[config.mk]
export PLATFORM = sky130hd
export DESIGN_NAME = bresenham_line_stepper
export DESIGN_NICKNAME = d
export VERILOG_FILES = /design/src/hw/rtl/bls_pkg.sv /design/src/hw/rtl/bls_front.sv /design/src/hw/rtl/bls_queue.sv /design/src/hw/rtl/bls_back.sv /design/src/hw/rtl/bresenham_line_stepper.sv
export VERILOG_INCLUDE_DIRS = /design/src /design/src/hw/rtl
export SDC_FILE = /design/constraint.sdc
export NUM_CORES = 1
export LEC_CHECK = 0
export BUFFER_PORTS_ARGS = -buffer_cell sky130_fd_sc_hd__buf_4
export CAP_MARGIN = 20
export CORE_MARGIN = 4
export CORE_UTILIZATION = 50
export DETAILED_ROUTE_END_ITERATION = 16
export PLACE_DENSITY_LB_ADDON = 0.05
export SKIP_LAST_GASP = 1
export SLEW_MARGIN = 20
export SYNTH_ARGS = -nofsm -noshare
export SYNTH_HDL_FRONTEND = slang
export SYNTH_SLANG_ARGS = --single-unit
[constraint.sdc]
create_clock -name clock -period 7.3 [get_ports clock]
set_input_delay 0.73 -clock clock [delete_from_list [all_inputs] [get_ports clock]]
set_output_delay 0.73 -clock clock [all_outputs]
set_load 0.05 [all_outputs]
[src/hw/rtl/bresenham_line_stepper_assert.svh]
// Assertion macros shared by the line stepper RTL.
`ifndef BRESENHAM_LINE_STEPPER_ASSERT_SVH
`define BRESENHAM_LINE_STEPPER_ASSERT_SVH

// Same-cycle implication check.
`define BLS_ASSERT_NOW(lbl, clk, rst, ante, cons) \
   lbl: assert property (@(posedge clk) disable iff (rst) (ante) |-> (cons)) \
      else $error("same-cycle check failed");

// Next-cycle implication check.
`define BLS_ASSERT_NEXT(lbl, clk, rst, ante, cons) \
   lbl: assert property (@(posedge clk) disable iff (rst) (ante) |=> (cons)) \
      else $error("next-cycle check failed");

`endif

[src/hw/rtl/bls_pkg.sv]
// Types and constants shared by the line stepper modules.
`default_nettype none

package bls_pkg;

   localparam int COORD_BITS = 12;
   // signed error term, two bits over a coordinate
   localparam int ERR_BITS   = COORD_BITS + 2;

   // command codes
   localparam logic CMD_LOAD = 1'b0;
   localparam logic CMD_STEP = 1'b1;

   typedef struct packed {
      logic                  command;
      logic [COORD_BITS-1:0] start_x;
      logic [COORD_BITS-1:0] start_y;
      logic [COORD_BITS-1:0] end_x;
      logic [COORD_BITS-1:0] end_y;
   } req_type;

   typedef struct packed {
      logic [COORD_BITS-1:0] pixel_x;
      logic [COORD_BITS-1:0] pixel_y;
      logic                  last_pixel;
   } rsp_type;

   // classified work item handed from front to back
   typedef struct packed {
      logic                  is_load;
      logic [COORD_BITS-1:0] start_x;
      logic [COORD_BITS-1:0] start_y;
      logic [COORD_BITS-1:0] end_x;
      logic [COORD_BITS-1:0] end_y;
      logic                  x_down;
      logic                  y_down;
      logic [COORD_BITS-1:0] span_x;
      logic [COORD_BITS-1:0] span_y;
   } job_type;

endpackage

`default_nettype wire

[src/hw/rtl/bls_front.sv]
// Front end: classifies each request and works out line directions and spans.
`default_nettype none

module bls_front (
   input  var bls_pkg::req_type req_data,
   output var bls_pkg::job_type job
);

   logic x_down;
   logic y_down;

   // direction of travel on each axis
   assign x_down = req_data.end_x < req_data.start_x;
   assign y_down = req_data.end_y < req_data.start_y;

   // absolute spans and pass-through of endpoints
   always_comb begin
      job.is_load = (req_data.command == bls_pkg::CMD_LOAD);
      job.start_x = req_data.start_x;
      job.start_y = req_data.start_y;
      job.end_x   = req_data.end_x;
      job.end_y   = req_data.end_y;
      job.x_down  = x_down;
      job.y_down  = y_down;
      job.span_x  = x_down ? (req_data.start_x - req_data.end_x)
                           : (req_data.end_x - req_data.start_x);
      job.span_y  = y_down ? (req_data.start_y - req_data.end_y)
                           : (req_data.end_y - req_data.start_y);
   end

endmodule

`default_nettype wire

[src/hw/rtl/bls_queue.sv]
// Short job queue between the front end and the stepper.
`default_nettype none

module bls_queue #(
   parameter int DEPTH = 4
) (
   input  wire                   clock,
   input  wire                   reset,
   input  wire                   in_valid,
   output logic                  in_ready,
   input  var bls_pkg::job_type  in_job,
   output logic                  out_valid,
   input  wire                   out_pop,
   output bls_pkg::job_type      out_job
);

   localparam int PTR_BITS = (DEPTH > 1) ? $clog2(DEPTH) : 1;
   localparam int CNT_BITS = $clog2(DEPTH + 1);

   bls_pkg::job_type      entry_ff [DEPTH];
   logic [PTR_BITS-1:0]   wr_ptr_ff, wr_ptr_in;
   logic [PTR_BITS-1:0]   rd_ptr_ff, rd_ptr_in;
   logic [CNT_BITS-1:0]   count_ff,  count_in;
   logic                  push;
   logic                  pop;

   assign in_ready  = count_ff < CNT_BITS'(DEPTH);
   assign out_valid = count_ff != '0;
   assign push      = in_valid && in_ready;
   assign pop       = out_pop && out_valid;
   assign out_job   = entry_ff[rd_ptr_ff];

   // pointer and fill count update
   always_comb begin
      wr_ptr_in = wr_ptr_ff;
      rd_ptr_in = rd_ptr_ff;
      count_in  = count_ff;
      if (push) begin
         wr_ptr_in = (wr_ptr_ff == PTR_BITS'(DEPTH - 1)) ? '0 : wr_ptr_ff + 1'b1;
      end
      if (pop) begin
         rd_ptr_in = (rd_ptr_ff == PTR_BITS'(DEPTH - 1)) ? '0 : rd_ptr_ff + 1'b1;
      end
      if (push && !pop) begin
         count_in = count_ff + 1'b1;
      end else if (pop && !push) begin
         count_in = count_ff - 1'b1;
      end
   end

   always_ff @(posedge clock) begin
      if (reset) begin
         wr_ptr_ff <= '0;
         rd_ptr_ff <= '0;
         count_ff  <= '0;
      end else begin
         wr_ptr_ff <= wr_ptr_in;
         rd_ptr_ff <= rd_ptr_in;
         count_ff  <= count_in;
      end
   end

   // entry storage, no reset
   always_ff @(posedge clock) begin
      if (push) begin
         entry_ff[wr_ptr_ff] <= in_job;
      end
   end

`include "bresenham_line_stepper_assert.svh"

   `BLS_ASSERT_NOW(a_count_bound, clock, reset, 1'b1, count_ff <= CNT_BITS'(DEPTH))
   `BLS_ASSERT_NEXT(a_push_only, clock, reset, push && !pop, count_ff == $past(count_ff) + 1'b1)
   `BLS_ASSERT_NOW(a_ptr_gap, clock, reset, count_ff == '0, wr_ptr_ff == rd_ptr_ff)

endmodule

`default_nettype wire

[src/hw/rtl/bls_back.sv]
// Back end: Bresenham stepper state and the registered result stage.
`default_nettype none

module bls_back (
   input  wire                   clock,
   input  wire                   reset,
   input  wire                   job_valid,
   input  var bls_pkg::job_type  job,
   output logic                  job_pop,
   output logic                  rsp_valid,
   input  wire                   rsp_ready,
   output bls_pkg::rsp_type      rsp_data
);

   localparam int CB = bls_pkg::COORD_BITS;
   localparam int EB = bls_pkg::ERR_BITS;

   logic [CB-1:0]        cur_x_ff,  cur_x_in;
   logic [CB-1:0]        cur_y_ff,  cur_y_in;
   logic [CB-1:0]        goal_x_ff, goal_x_in;
   logic [CB-1:0]        goal_y_ff, goal_y_in;
   logic [CB-1:0]        span_x_ff, span_x_in;
   logic [CB-1:0]        span_y_ff, span_y_in;
   logic signed [EB-1:0] err_ff,    err_in;
   logic                 x_down_ff, x_down_in;
   logic                 y_down_ff, y_down_in;
   logic                 active_ff, active_in;
   logic                 rsp_valid_ff, rsp_valid_in;
   bls_pkg::rsp_type     rsp_data_ff,  rsp_data_in;

   logic                 load;
   logic                 emit;
   logic                 at_end;
   logic signed [EB:0]   doubled;
   logic signed [EB:0]   sx_wide;
   logic signed [EB:0]   sy_wide;
   logic                 move_x;
   logic                 move_y;
   logic signed [EB-1:0] err_step;

   // take a job whenever the result slot is free or draining
   assign job_pop = job_valid && (!rsp_valid_ff || rsp_ready);
   assign load    = job_pop && job.is_load;
   assign emit    = job_pop && !job.is_load && active_ff;
   assign at_end  = (cur_x_ff == goal_x_ff) && (cur_y_ff == goal_y_ff);

   // error compare against the spans
   assign doubled  = {err_ff, 1'b0};
   assign sx_wide  = $signed({{(EB + 1 - CB){1'b0}}, span_x_ff});
   assign sy_wide  = $signed({{(EB + 1 - CB){1'b0}}, span_y_ff});
   assign move_x   = doubled > -sy_wide;
   assign move_y   = doubled < sx_wide;
   assign err_step = err_ff - (move_x ? sy_wide[EB-1:0] : '0)
                            + (move_y ? sx_wide[EB-1:0] : '0);

   // next state of the stepper and result stage
   always_comb begin
      cur_x_in     = cur_x_ff;
      cur_y_in     = cur_y_ff;
      goal_x_in    = goal_x_ff;
      goal_y_in    = goal_y_ff;
      span_x_in    = span_x_ff;
      span_y_in    = span_y_ff;
      err_in       = err_ff;
      x_down_in    = x_down_ff;
      y_down_in    = y_down_ff;
      active_in    = active_ff;
      rsp_valid_in = rsp_valid_ff && !rsp_ready;
      rsp_data_in  = rsp_data_ff;
      if (load) begin
         cur_x_in  = job.start_x;
         cur_y_in  = job.start_y;
         goal_x_in = job.end_x;
         goal_y_in = job.end_y;
         span_x_in = job.span_x;
         span_y_in = job.span_y;
         x_down_in = job.x_down;
         y_down_in = job.y_down;
         err_in    = $signed({2'b00, job.span_x}) - $signed({2'b00, job.span_y});
         active_in = 1'b1;
      end else if (emit) begin
         rsp_valid_in            = 1'b1;
         rsp_data_in.pixel_x     = cur_x_ff;
         rsp_data_in.pixel_y     = cur_y_ff;
         rsp_data_in.last_pixel  = at_end;
         if (at_end) begin
            active_in = 1'b0;
         end else begin
            err_in = err_step;
            if (move_x) begin
               cur_x_in = x_down_ff ? cur_x_ff - 1'b1 : cur_x_ff + 1'b1;
            end
            if (move_y) begin
               cur_y_in = y_down_ff ? cur_y_ff - 1'b1 : cur_y_ff + 1'b1;
            end
         end
      end
   end

   // control state
   always_ff @(posedge clock) begin
      if (reset) begin
         active_ff    <= 1'b0;
         rsp_valid_ff <= 1'b0;
      end else begin
         active_ff    <= active_in;
         rsp_valid_ff <= rsp_valid_in;
      end
   end

   // line geometry and result payload
   always_ff @(posedge clock) begin
      cur_x_ff    <= cur_x_in;
      cur_y_ff    <= cur_y_in;
      goal_x_ff   <= goal_x_in;
      goal_y_ff   <= goal_y_in;
      span_x_ff   <= span_x_in;
      span_y_ff   <= span_y_in;
      err_ff      <= err_in;
      x_down_ff   <= x_down_in;
      y_down_ff   <= y_down_in;
      rsp_data_ff <= rsp_data_in;
   end

   assign rsp_valid = rsp_valid_ff;
   assign rsp_data  = rsp_data_ff;

`include "bresenham_line_stepper_assert.svh"

   `BLS_ASSERT_NEXT(a_load_arms, clock, reset, load, active_ff)
   `BLS_ASSERT_NEXT(a_last_idles, clock, reset, emit && at_end, !active_ff)
   `BLS_ASSERT_NEXT(a_emit_shows, clock, reset, emit, rsp_valid_ff)

endmodule

`default_nettype wire

[src/hw/rtl/bresenham_line_stepper.sv]
// Line stepper top level: front end, job queue and Bresenham back end.
//
// All-octant Bresenham line rasteriser. A load transfer (command 0) latches
// both endpoints and yields no result; each step transfer (command 1) then
// yields one pixel, from the start point through the end point, the last one
// flagged by last_pixel, after which steps yield nothing until the next load.
// A load mid-line abandons the current line. Sustained rate, while the result
// side does not stall, is one request per clock and one pixel per clock: the
// front end classifies a request in the cycle it is taken, and the back end
// retires one queued job per cycle, set by its error update and cursor step.
// A pixel passes through a queue entry and the registered result stage.
// The QUEUE_DEPTH-entry job queue absorbs stalls on the result side.
`default_nettype none

module bresenham_line_stepper #(
   parameter int QUEUE_DEPTH = 4
) (
   input  wire                  clock,
   input  wire                  reset,
   input  wire                  req_valid,
   output logic                 req_ready,
   input  var bls_pkg::req_type req_data,
   output logic                 rsp_valid,
   input  wire                  rsp_ready,
   output bls_pkg::rsp_type     rsp_data
);

   bls_pkg::job_type front_job;
   bls_pkg::job_type head_job;
   logic             head_valid;
   logic             head_pop;

   bls_front u_front (
      .req_data (req_data),
      .job      (front_job)
   );

   bls_queue #(
      .DEPTH (QUEUE_DEPTH)
   ) u_queue (
      .clock     (clock),
      .reset     (reset),
      .in_valid  (req_valid),
      .in_ready  (req_ready),
      .in_job    (front_job),
      .out_valid (head_valid),
      .out_pop   (head_pop),
      .out_job   (head_job)
   );

   bls_back u_back (
      .clock     (clock),
      .reset     (reset),
      .job_valid (head_valid),
      .job       (head_job),
      .job_pop   (head_pop),
      .rsp_valid (rsp_valid),
      .rsp_ready (rsp_ready),
      .rsp_data  (rsp_data)
   );

endmodule

`default_nettype wire

==> qor.yml, run 1 <==
ctsLongestPathBuffers: 3
wirelength_um: 45700
wl_met3_um: 1670
path_depth: 22
dr.pass1.iters: 4
cts_resized: 0
ys.flop_type: "edfxtp_1"
antenna_found_initial: 0
maxSlewViolCount: 0
grtUsageTotal_pct: 20.6
wl_met2_um: 22400
netlist_area_um2: 20900
gp_congestion: 0.880
grt_max_degree: 73
die_y_um: 213
initial_core_util_pct: 50.9
grt_pass1_wl_um: 71100
ys_seq_area_share_pct: 60.3
crit_fanout: 13
synth-edff-count: 413
slew-limit-headroom_pct: 33.2
critPathRequiredTime_ns: 7.60
grt-ovfl-total: 0
hold-path-cell-count: 1
critPathBufInv: 1
async_reset_ff_share_pct: 0
avgSynthCellArea_um2: 14.3
crit_chain: "nor4_1 -> nand2_1 -> nor3_1 -> xor2_1 -> ha_1 -> a21oi_1 -> nor2b_1 -> o21ai_0 -> a211oi_1 -> a2111oi_0 -> mux2_2 -> nor2b_1 -> fa_1 -> inv_1 -> ha_1 -> nor2b_1 -> o31a_1 -> o211ai_1 -> a21oi_1 -> or4_1 -> nand3_1 -> o31ai_1"
dpl.hpwl_um: 30800
timing.final.ws_setup_ns: 1.38
multiInputGateArea_um2: 7600
area_growth_pct: 13.2
clock.fmax_mhz: 169
wl_per_cell_um: 21.5
arrival_ns: 6.23
crit_path_max_incr_delay_ns: 0.51
drt_iter0_markers: 770
start_kind: "flip-flop"
clock-sinks: 424
wl_met1_um: 20600
ant_nets: 0
post_drt_via_cell_ratio: 5.65
tightest_slew_ns: 1.00
synth_cell_types: 65
clk_latency_ns: 0.59
cts.reportedPaths.clkPinSlew_ns: 0.06
rr_startpoint: "u_back.span_y_ff[4]"
fillers: 3307
hp-class: "input pin to flip-flop"
setup_violations: 0
root_buffer: "clkbuf_16"
ir_drop_mv: 0.306
r2r_cells: 22
dp_worst_setup_slack_ns: 1.53
syn_nets: 1661
post_dp_cell_area_um2: 22200
syn_inst: 1463
slowest_stage: "mux2_2"
r2r-end: "u_back.err_ff[10]"
regMostFlops: "u_queue.entry_ff"
finalCritPeriodShare_pct: 81.2
seqCellArea_um2: 12600
layout.nets: 1763
die_area_um2: 45200
critical_path.top_delay_family: "simple AND/OR/NAND/NOR gates"
min_to: "u_queue.entry_ff[0][53]"
port_buffers: 79
cpMostUsedCell: "nor2b_1"
num_rows: 74
rsz0062_at_grt: "no"
diodes: 0
vias: 12000
hp-start: "req_data[27]"
cts_tree: "built"
fin_setup_tns_ns: 0
critPathKind: "flip-flop to flip-flop"
die_x_um: 213
pin_count: 80
cts_made_buffers: 46
r2r_setup_slack_ns: 1.38
core_region_area_um2: 41100
grt_pass1_vias: 12300
hold_violations: 0
hold_buffers: 0
drive_gt1_share_pct: 15.8
yosys_register_bits: 424
yosys_warnings: 0
drc: 0
power_density_nw_per_um2: 490
largest_reg_flops: 300
h-tree-depth: 2
fin_skew_ns: 0.0295
worst_setup_path_end_kind: "flip-flop"
period_needed_ns: 5.92
status: "finished, final reports clean"
postCtsSetupBuffers: 0
fin_area_um2: 23700
max_cap_violations: 0
p_leak_nw: 8.85
top_layer: "met4"
-- worst max path at each step --
stage / from / end / slack [ns]
floorplan: u_back.span_y_ff[4] / u_back.err_ff[12] / 2.09
global placement: u_back.span_y_ff[2] / u_back.err_ff[10] / 1.60
detailed placement: u_back.span_y_ff[4] / u_back.err_ff[10] / 1.53
CTS: u_back.span_y_ff[2] / u_back.err_ff[10] / 1.50
global route: u_back.span_y_ff[2] / u_back.err_ff[12] / 1.04
finish: u_back.span_y_ff[4] / u_back.err_ff[10] / 1.38
-- routing by layer --
layer	vias to the layer above	global-route usage [%]
li1	5730	-
met1	6022	28.7
met2	217	34.3
met3	58	2.86
met4	0	6.20
met5	-	0
-- placed cells by master (no fill, tap or decap), drive strengths merged, types with 6 or more instances in the layout --
master	instances
o211ai	11
and2	6
ha	125
nor4	11
buf	91
nor2	64
nor3	15
nand2b	13
o21a	13
o41ai	6
clkinv	15
a31oi	10
mux2i	11
o21bai	6
xnor2	36
nor2b	29
xor2	44
nand2	75
inv	152
nand3	19
mux4	75
a21boi	9
a21oi	79
nand4	9
a211oi	10
dfxtp	11
o31ai	7
bufinv	6
o21ai	57
o31a	6
fa	20
a21o	20
edfxtp	413
or3	9
clkbuf	54
-- worst register-to-register path, stage by stage, from the launching register on --
cell and delay, ns:
edfxtp_1 0.44, nor4_1 0.42, nand2_1 0.24, nor3_1 0.23, xor2_1 0.18, ha_1 0.27, a21oi_1 0.16, nor2b_1 0.06
o21ai_0 0.19, a211oi_1 0.10, a2111oi_0 0.44, mux2_2 0.51, nor2b_1 0.20, fa_1 0.44, inv_1 0.07, ha_1 0.25
nor2b_1 0.15, o31a_1 0.27, o211ai_1 0.22, a21oi_1 0.16, or4_1 0.48, nand3_1 0.10, o31ai_1 0.08
-- synth_stat cells (5+ instances only) --
master | instances | area share (%)
nand2_1 | 75 | 1.3
nand4_1 | 9 | 0.27
edfxtp_1 | 413 | 59
mux2i_1 | 11 | 0.53
o21bai_1 | 6 | 0.22
mux4_2 | 75 | 8.1
and2_1 | 6 | 0.18
or3_1 | 9 | 0.27
o2111ai_1 | 5 | 0.21
nor3b_1 | 5 | 0.18
dfxtp_1 | 11 | 1.1
o31ai_1 | 7 | 0.25
xnor2_1 | 36 | 1.5
buf_2 | 6 | 0.14
fa_1 | 20 | 1.9
o21ai_1 | 5 | 0.12
a21boi_0 | 9 | 0.32
o21a_1 | 13 | 0.47
nand3_1 | 19 | 0.45
nand2b_1 | 13 | 0.39
a31oi_1 | 10 | 0.30
o41ai_1 | 5 | 0.21
a21o_1 | 20 | 0.72
inv_1 | 148 | 2.7
ha_1 | 125 | 7.5
o21ai_0 | 52 | 1.2
xor2_1 | 44 | 1.8
nor3_1 | 15 | 0.36
a211oi_1 | 10 | 0.36
o211ai_1 | 11 | 0.39
clkbuf_1 | 26 | 0.47
o31a_1 | 6 | 0.25
nor2b_1 | 29 | 0.87
nand3b_1 | 5 | 0.18
a21oi_1 | 78 | 1.9
nor4_1 | 11 | 0.33
nor2_1 | 64 | 1.1
-- area by class of cell --
type	instances	area share (%)
clock inverter	26	1.35
multi-input combinational	852	32.1
timing repair buffer	91	2.94
tap	532	2.81
clock buffer	54	5.08
sequential	424	53.3
inverter	150	2.38
-- per-stage QoR --
stage / total power [mW] / cells / util [%] / hold WS [ns]
final: 11.6 / 2129 / 57.6 / 0.367
after global routing: 12.5 / 2129 / 57.6 / 0.345
after CTS: 11.7 / 2129 / 57.6 / 0.328
after detailed placement: 9.30 / 2049 / 53.9 / 0.466
after global placement: 9.23 / 2049 / 53.9 / 0.461
after floorplan: 7.83 / 1463 / - / 0.454
-- cell families after synthesis --
family	after synthesis	synth area share (%)
xor+xnor	80	3.35
compound gates	264	8.25
fa+ha+maj	145	9.39
flops	424	60.3
buf+inv	187	3.41
simple gates	274	6.50
mux	89	8.76
-- where the power goes --
| part | total, mW | leakage [nW] | switching, mW | internal (mW) |
|---|---|---|---|---|
| Sequential | 3.90 | 3.89 | 0.404 | 3.50 |
| Clock | 2.35 | 0.732 | 0.954 | 1.39 |
| Combinational | 5.35 | 4.23 | 3.12 | 2.23 |
| Total | 11.6 | 8.85 | 4.48 | 7.12 |
Power figures use the tool's default switching activity.
==> run 2, diff against run 1 <==
Settings changed: ABC_AREA set to 1.
Clock period 7.3 ns to 5.7 ns, I/O delays scaled along.
==> run 2 against run 1 <==
Net effect:
- sequential power increased by 31%
- global-route usage increased by 3.3 points
- clock skew decreased by 0.0097 ns
- synthesized area increased by 6.2%
- register-to-register slack got worse by 0.66 ns
- core utilization decreased by 0.61 points
- via count increased by 29%
- sequential cell count unchanged
- design area increased by 4.6%
- combinational power increased by 55%
- worst setup slack got worse by 0.66 ns
==> qor.yml, run 2 <==
status: "finished, final reports clean"
worst_setup_path_end_kind: "flip-flop"
grt-ovfl-total: 0
synth_top_cell_by_area: "edfxtp_1"
cts.reportedPaths.clkPinSlew_ns: 0.06
wl_per_cell_um: 19.8
synth.most_common_cell: "edfxtp_1"
pwr-share-clk_pct: 17.7
diodes: 0
avgSynthCellArea_um2: 10.2
yosys_register_bits: 424
antenna_found_initial: 0
fin_skew_ns: 0.0197
post_drt_via_cell_ratio: 5.43
layout_common_cells: "edfxtp_1, nand2_1, inv_1, nor2_1, o21ai_0"
arrival_ns: 5.29
ys_seq_area_share_pct: 56.8
gp_congestion: 0.918
postLayoutCoreUtil_pct: 57.0
grt_max_degree: 70
p_leak_nw: 10.2
place_inst: 2779
dpl.hpwl_um: 40200
dp_worst_setup_slack_ns: 0.751
cts_tree: "built"
h-tree-depth: 2
die_y_um: 219
layout.cells.non_filler: 2860
synth-edff-count: 413
initial_core_util_pct: 51.1
critPathKind: "flip-flop to flip-flop"
final_common_cell: "edfxtp_1"
power_density_nw_per_um2: 658
postCtsSetupBuffers: 0
port_buffers: 79
vias: 15500
switching_share_pct: 44.8
grt_pass1_wl_um: 87600
netlist_top_cells_area: "edfxtp_1, ha_1, nand2_1"
slew-limit-headroom_pct: 35.5
p_switching_mw: 7.29
regMostFlops: "u_queue.entry_ff"
tightest_slew_ns: 0.966
clk_latency_ns: 0.57
ys.flop_type: "edfxtp_1"
synth_cell_types: 50
p_total_mw: 16.3
clock-sinks: 424
num_rows: 76
rsz0062_at_grt: "no"
clock.fmax_mhz: 201
crit_path_max_incr_delay_ns: 0.52
syn_nets: 2367
intPower_mw: 9.00
ir_drop_mv: 0.320
dr.pass1.iters: 6
setup_violations: 0
cts_resized: 0
max_cap_violations: 0
layout.nets: 2440
slowest_stage: "fa_1"
synth_common_cells: "edfxtp_1, nand2_1, inv_1"
die_x_um: 219
core_region_area_um2: 43500
cts_made_buffers: 46
period_needed_ns: 4.98
seq_power_share_pct: 31.4
post_dp_cell_area_um2: 23300
hold_violations: 0
area_growth_pct: 11.5
root_buffer: "clkbuf_16"
cpMostUsedCell: "nand3_1"
whs_ns: 0.223
p_comb_share_pct: 50.9
ctsLongestPathBuffers: 3
ant_nets: 0
yosys_warnings: 0
r2r_cells: 27
grtUsageTotal_pct: 23.9
crit_fanout: 12
syn_inst: 2169
hold-path-cell-count: 1
fin_area_um2: 24800
pin_count: 80
timing.final.ws_setup_ns: 0.716
hp-class: "input pin to flip-flop"
largest_reg_flops: 300
async_reset_ff_share_pct: 0
synth_top_area_share_pct: 55.8
maxSlewViolCount: 0
hold_buffers: 0
drc: 0
die_area_um2: 47900
netlist_area_um2: 22200
drt_iter0_markers: 1338
finalCritPeriodShare_pct: 87.4
grt_pass1_vias: 14900
fin_setup_tns_ns: 0
start_kind: "flip-flop"
wirelength_um: 56600
critPathRequiredTime_ns: 6.01
drive_gt1_share_pct: 9.49
[run 2: metal layers]
| layer | track usage, % | vias to the layer above | share of wire [%] |
|---|---|---|---|
| met3 | 3.38 | 61 | 6.1 |
| li1 | - | 7572 | - |
| met5 | 0 | - | 0 |
| met4 | 5.58 | 0 | 1.9 |
| met1 | 36.4 | 7487 | 48 |
| met2 | 36.5 | 415 | 44 |
[run 2: cell families after synthesis]
kind of cell	share of synthesized area, %
AOI/OAI and AO/OA	10.7
xor gates and xnor gates	3.04
adders and majority gates	8.84
muxes	0.0451
and+or+nand+nor	14.2
buffers and inverters	6.40
DFF	56.8
[run 2: worst paths after layout]
path                  startpoint                 endpoint  slack, ns
max          u_back.span_y_ff[0]        u_back.err_ff[12]       0.72
min                  req_data[5]  u_queue.entry_ff[1][31]       0.22
max reg2reg  u_back.span_y_ff[0]        u_back.err_ff[12]       0.72
min reg2reg     u_back.active_ff         u_back.active_ff       0.47
[run 2: final cells by class]
type	instances	area, um2
multi-input combinational	1406	8200
clock buffer	61	1260
timing repair buffer	100	763
fill	3816	18700
tap	585	732
sequential	424	12600
inverter	264	996
clock inverter	20	181
[run 2: power groups by stage]
stage / clock [mW] / combinational, mW / sequential [mW]
floorplan: 0 / 5.98 / 5.03
global placement: 0 / 8.15 / 5.18
detailed placement: 0 / 8.23 / 5.19
CTS: 2.94 / 8.28 / 5.13
global route: 3.09 / 9.48 / 5.18
finish: 2.88 / 8.30 / 5.12
[run 2: worst max-delay path, delay by kind of cell, from the launching register on]
family,cells,cell delay (ns)
and+or+nand+nor,17,2.02
buffers and inverters,3,0.49
AOI/OAI and AO/OA,3,0.36
adders and majority gates,4,1.46
DFF,1,0.40
==> run 3, diff against run 2 <==
Settings changed: MAX_ROUTING_LAYER set to met4.
==> run 3 against run 2 <==
Net effect:
- sequential cell count stayed put
- critical path type unchanged
- count of clock-buffer cells in the layout is 8 lower
- clock skew is 0.0078 ns higher
- first-iteration DRC count is 3.7% higher
- critical endpoint is now u_back.err_ff[11]
- combinational power is 0.5% higher
- core utilization is 0.075 points higher
- highest routed layer unchanged
- non-clock buffer count is 1 higher
==> qor.yml, run 3 (synthesis results as in run 2) <==
num_rows: 76
vias: 15400
slew-limit-headroom_pct: 35.4
arrival_ns: 5.28
cts_tree: "built"
gp_congestion: 0.928
largest_reg_flops: 300
post_drt_via_cell_ratio: 5.38
wl_per_cell_um: 19.6
hold_buffers: 0
dpl.hpwl_um: 39700
worst_setup_path_end_kind: "flip-flop"
hp-class: "input pin to flip-flop"
fillers: 3833
critPathRequiredTime_ns: 6.02
grt_pass1_vias: 14800
layout_common_cells: "edfxtp_1, nand2_1, inv_1, nor2_1, o21ai_0"
ir_drop_mv: 0.330
h-tree-depth: 2
drive_gt1_share_pct: 9.78
crit_path_max_incr_delay_ns: 0.50
ctsLongestPathBuffers: 3
postCtsSetupBuffers: 0
die_x_um: 219
critPathBufInv: 4
p_leak_nw: 10.2
grt-ovfl-total: 0
root_buffer: "clkbuf_16"
final_common_cell: "edfxtp_1"
cts.reportedPaths.clkPinSlew_ns: 0.06
cts_made_buffers: 46
layout.nets: 2441
antenna_found_initial: 0
hold_violations: 0
status: "finished, final reports clean"
cpMostUsedCell: "nand3_1"
initial_core_util_pct: 51.1
grtUsageTotal_pct: 24.5
cts_resized: 0
layout.cells.non_filler: 2864
period_needed_ns: 4.96
pin_count: 80
place_inst: 2780
area_growth_pct: 11.6
diodes: 0
setup_violations: 0
grt_pass1_wl_um: 86500
fin_setup_tns_ns: 0
fin_area_um2: 24800
clk_latency_ns: 0.58
dr.pass1.iters: 5
grt_max_degree: 72
clock-sinks: 424
crit_fanout: 12
start_kind: "flip-flop"
post_dp_cell_area_um2: 23300
tightest_slew_ns: 0.967
rsz0062_at_grt: "no"
ant_nets: 0
r2r_setup_slack_ns: 0.74
max_cap_violations: 0
core_region_area_um2: 43500
wirelength_um: 56000
critPathKind: "flip-flop to flip-flop"
critical_path.top_delay_family: "simple AND/OR/NAND/NOR gates"
die_area_um2: 47900
finalCritPeriodShare_pct: 86.9
clock.fmax_mhz: 202
drt_iter0_markers: 1388
maxSlewViolCount: 0
regMostFlops: "u_queue.entry_ff"
port_buffers: 79
power_density_nw_per_um2: 660
drc: 0
fin_skew_ns: 0.0276
die_y_um: 219
slowest_stage: "fa_1"
==> run 3: path summary, 6_finish.rpt <==
check | startpoint | endpoint | depth (start not counted)
min reg2reg | u_back.active_ff | u_back.active_ff | 2
max reg2reg | u_back.span_y_ff[0] | u_back.err_ff[11] | 27
max | u_back.span_y_ff[0] | u_back.err_ff[11] | 27
min | req_data[47] | u_queue.entry_ff[0][73] | 1
==> run 3: power by group <==
| part | leakage, nW | switching, mW | internal, mW |
|---|---|---|---|
| sequential | 3.89 | 0.531 | 4.60 |
| clock | 0.720 | 1.20 | 1.69 |
| combinational | 5.60 | 5.61 | 2.73 |
| total | 10.2 | 7.35 | 9.02 |
==> run 3: through the flow <==
| step | setup WS (ns) | utilization, % | total power [mW] | hold slack, ns |
|---|---|---|---|---|
| after floorplan | 1.01 | - | 11.0 | 0.439 |
| after global placement | 0.861 | 53.7 | 13.4 | 0.450 |
| after detailed placement | 0.779 | 53.7 | 13.5 | 0.462 |
| after CTS | 0.759 | 57.1 | 16.4 | 0.186 |
| after global routing | 0.192 | 57.1 | 17.8 | 0.197 |
| final | 0.745 | 57.1 | 16.4 | 0.213 |
==> run 3: final cells by class <==
cell class                 count  area, um2  area share (%)
clock inverter                31        268            1.08
tap                          585        732            2.95
multi-input combinational   1406       8200            33.1
inverter                     264        996            4.02
timing repair buffer         101        771            3.11
sequential                   424      12600            50.9
clock buffer                  53       1200            4.83
==> run 3: layer usage <==
metal	track usage (%)	wire length, um
met4	6.15	1430
met1	35.9	26900
met5	-	0
met2	35.7	24200
met3	4.19	3540
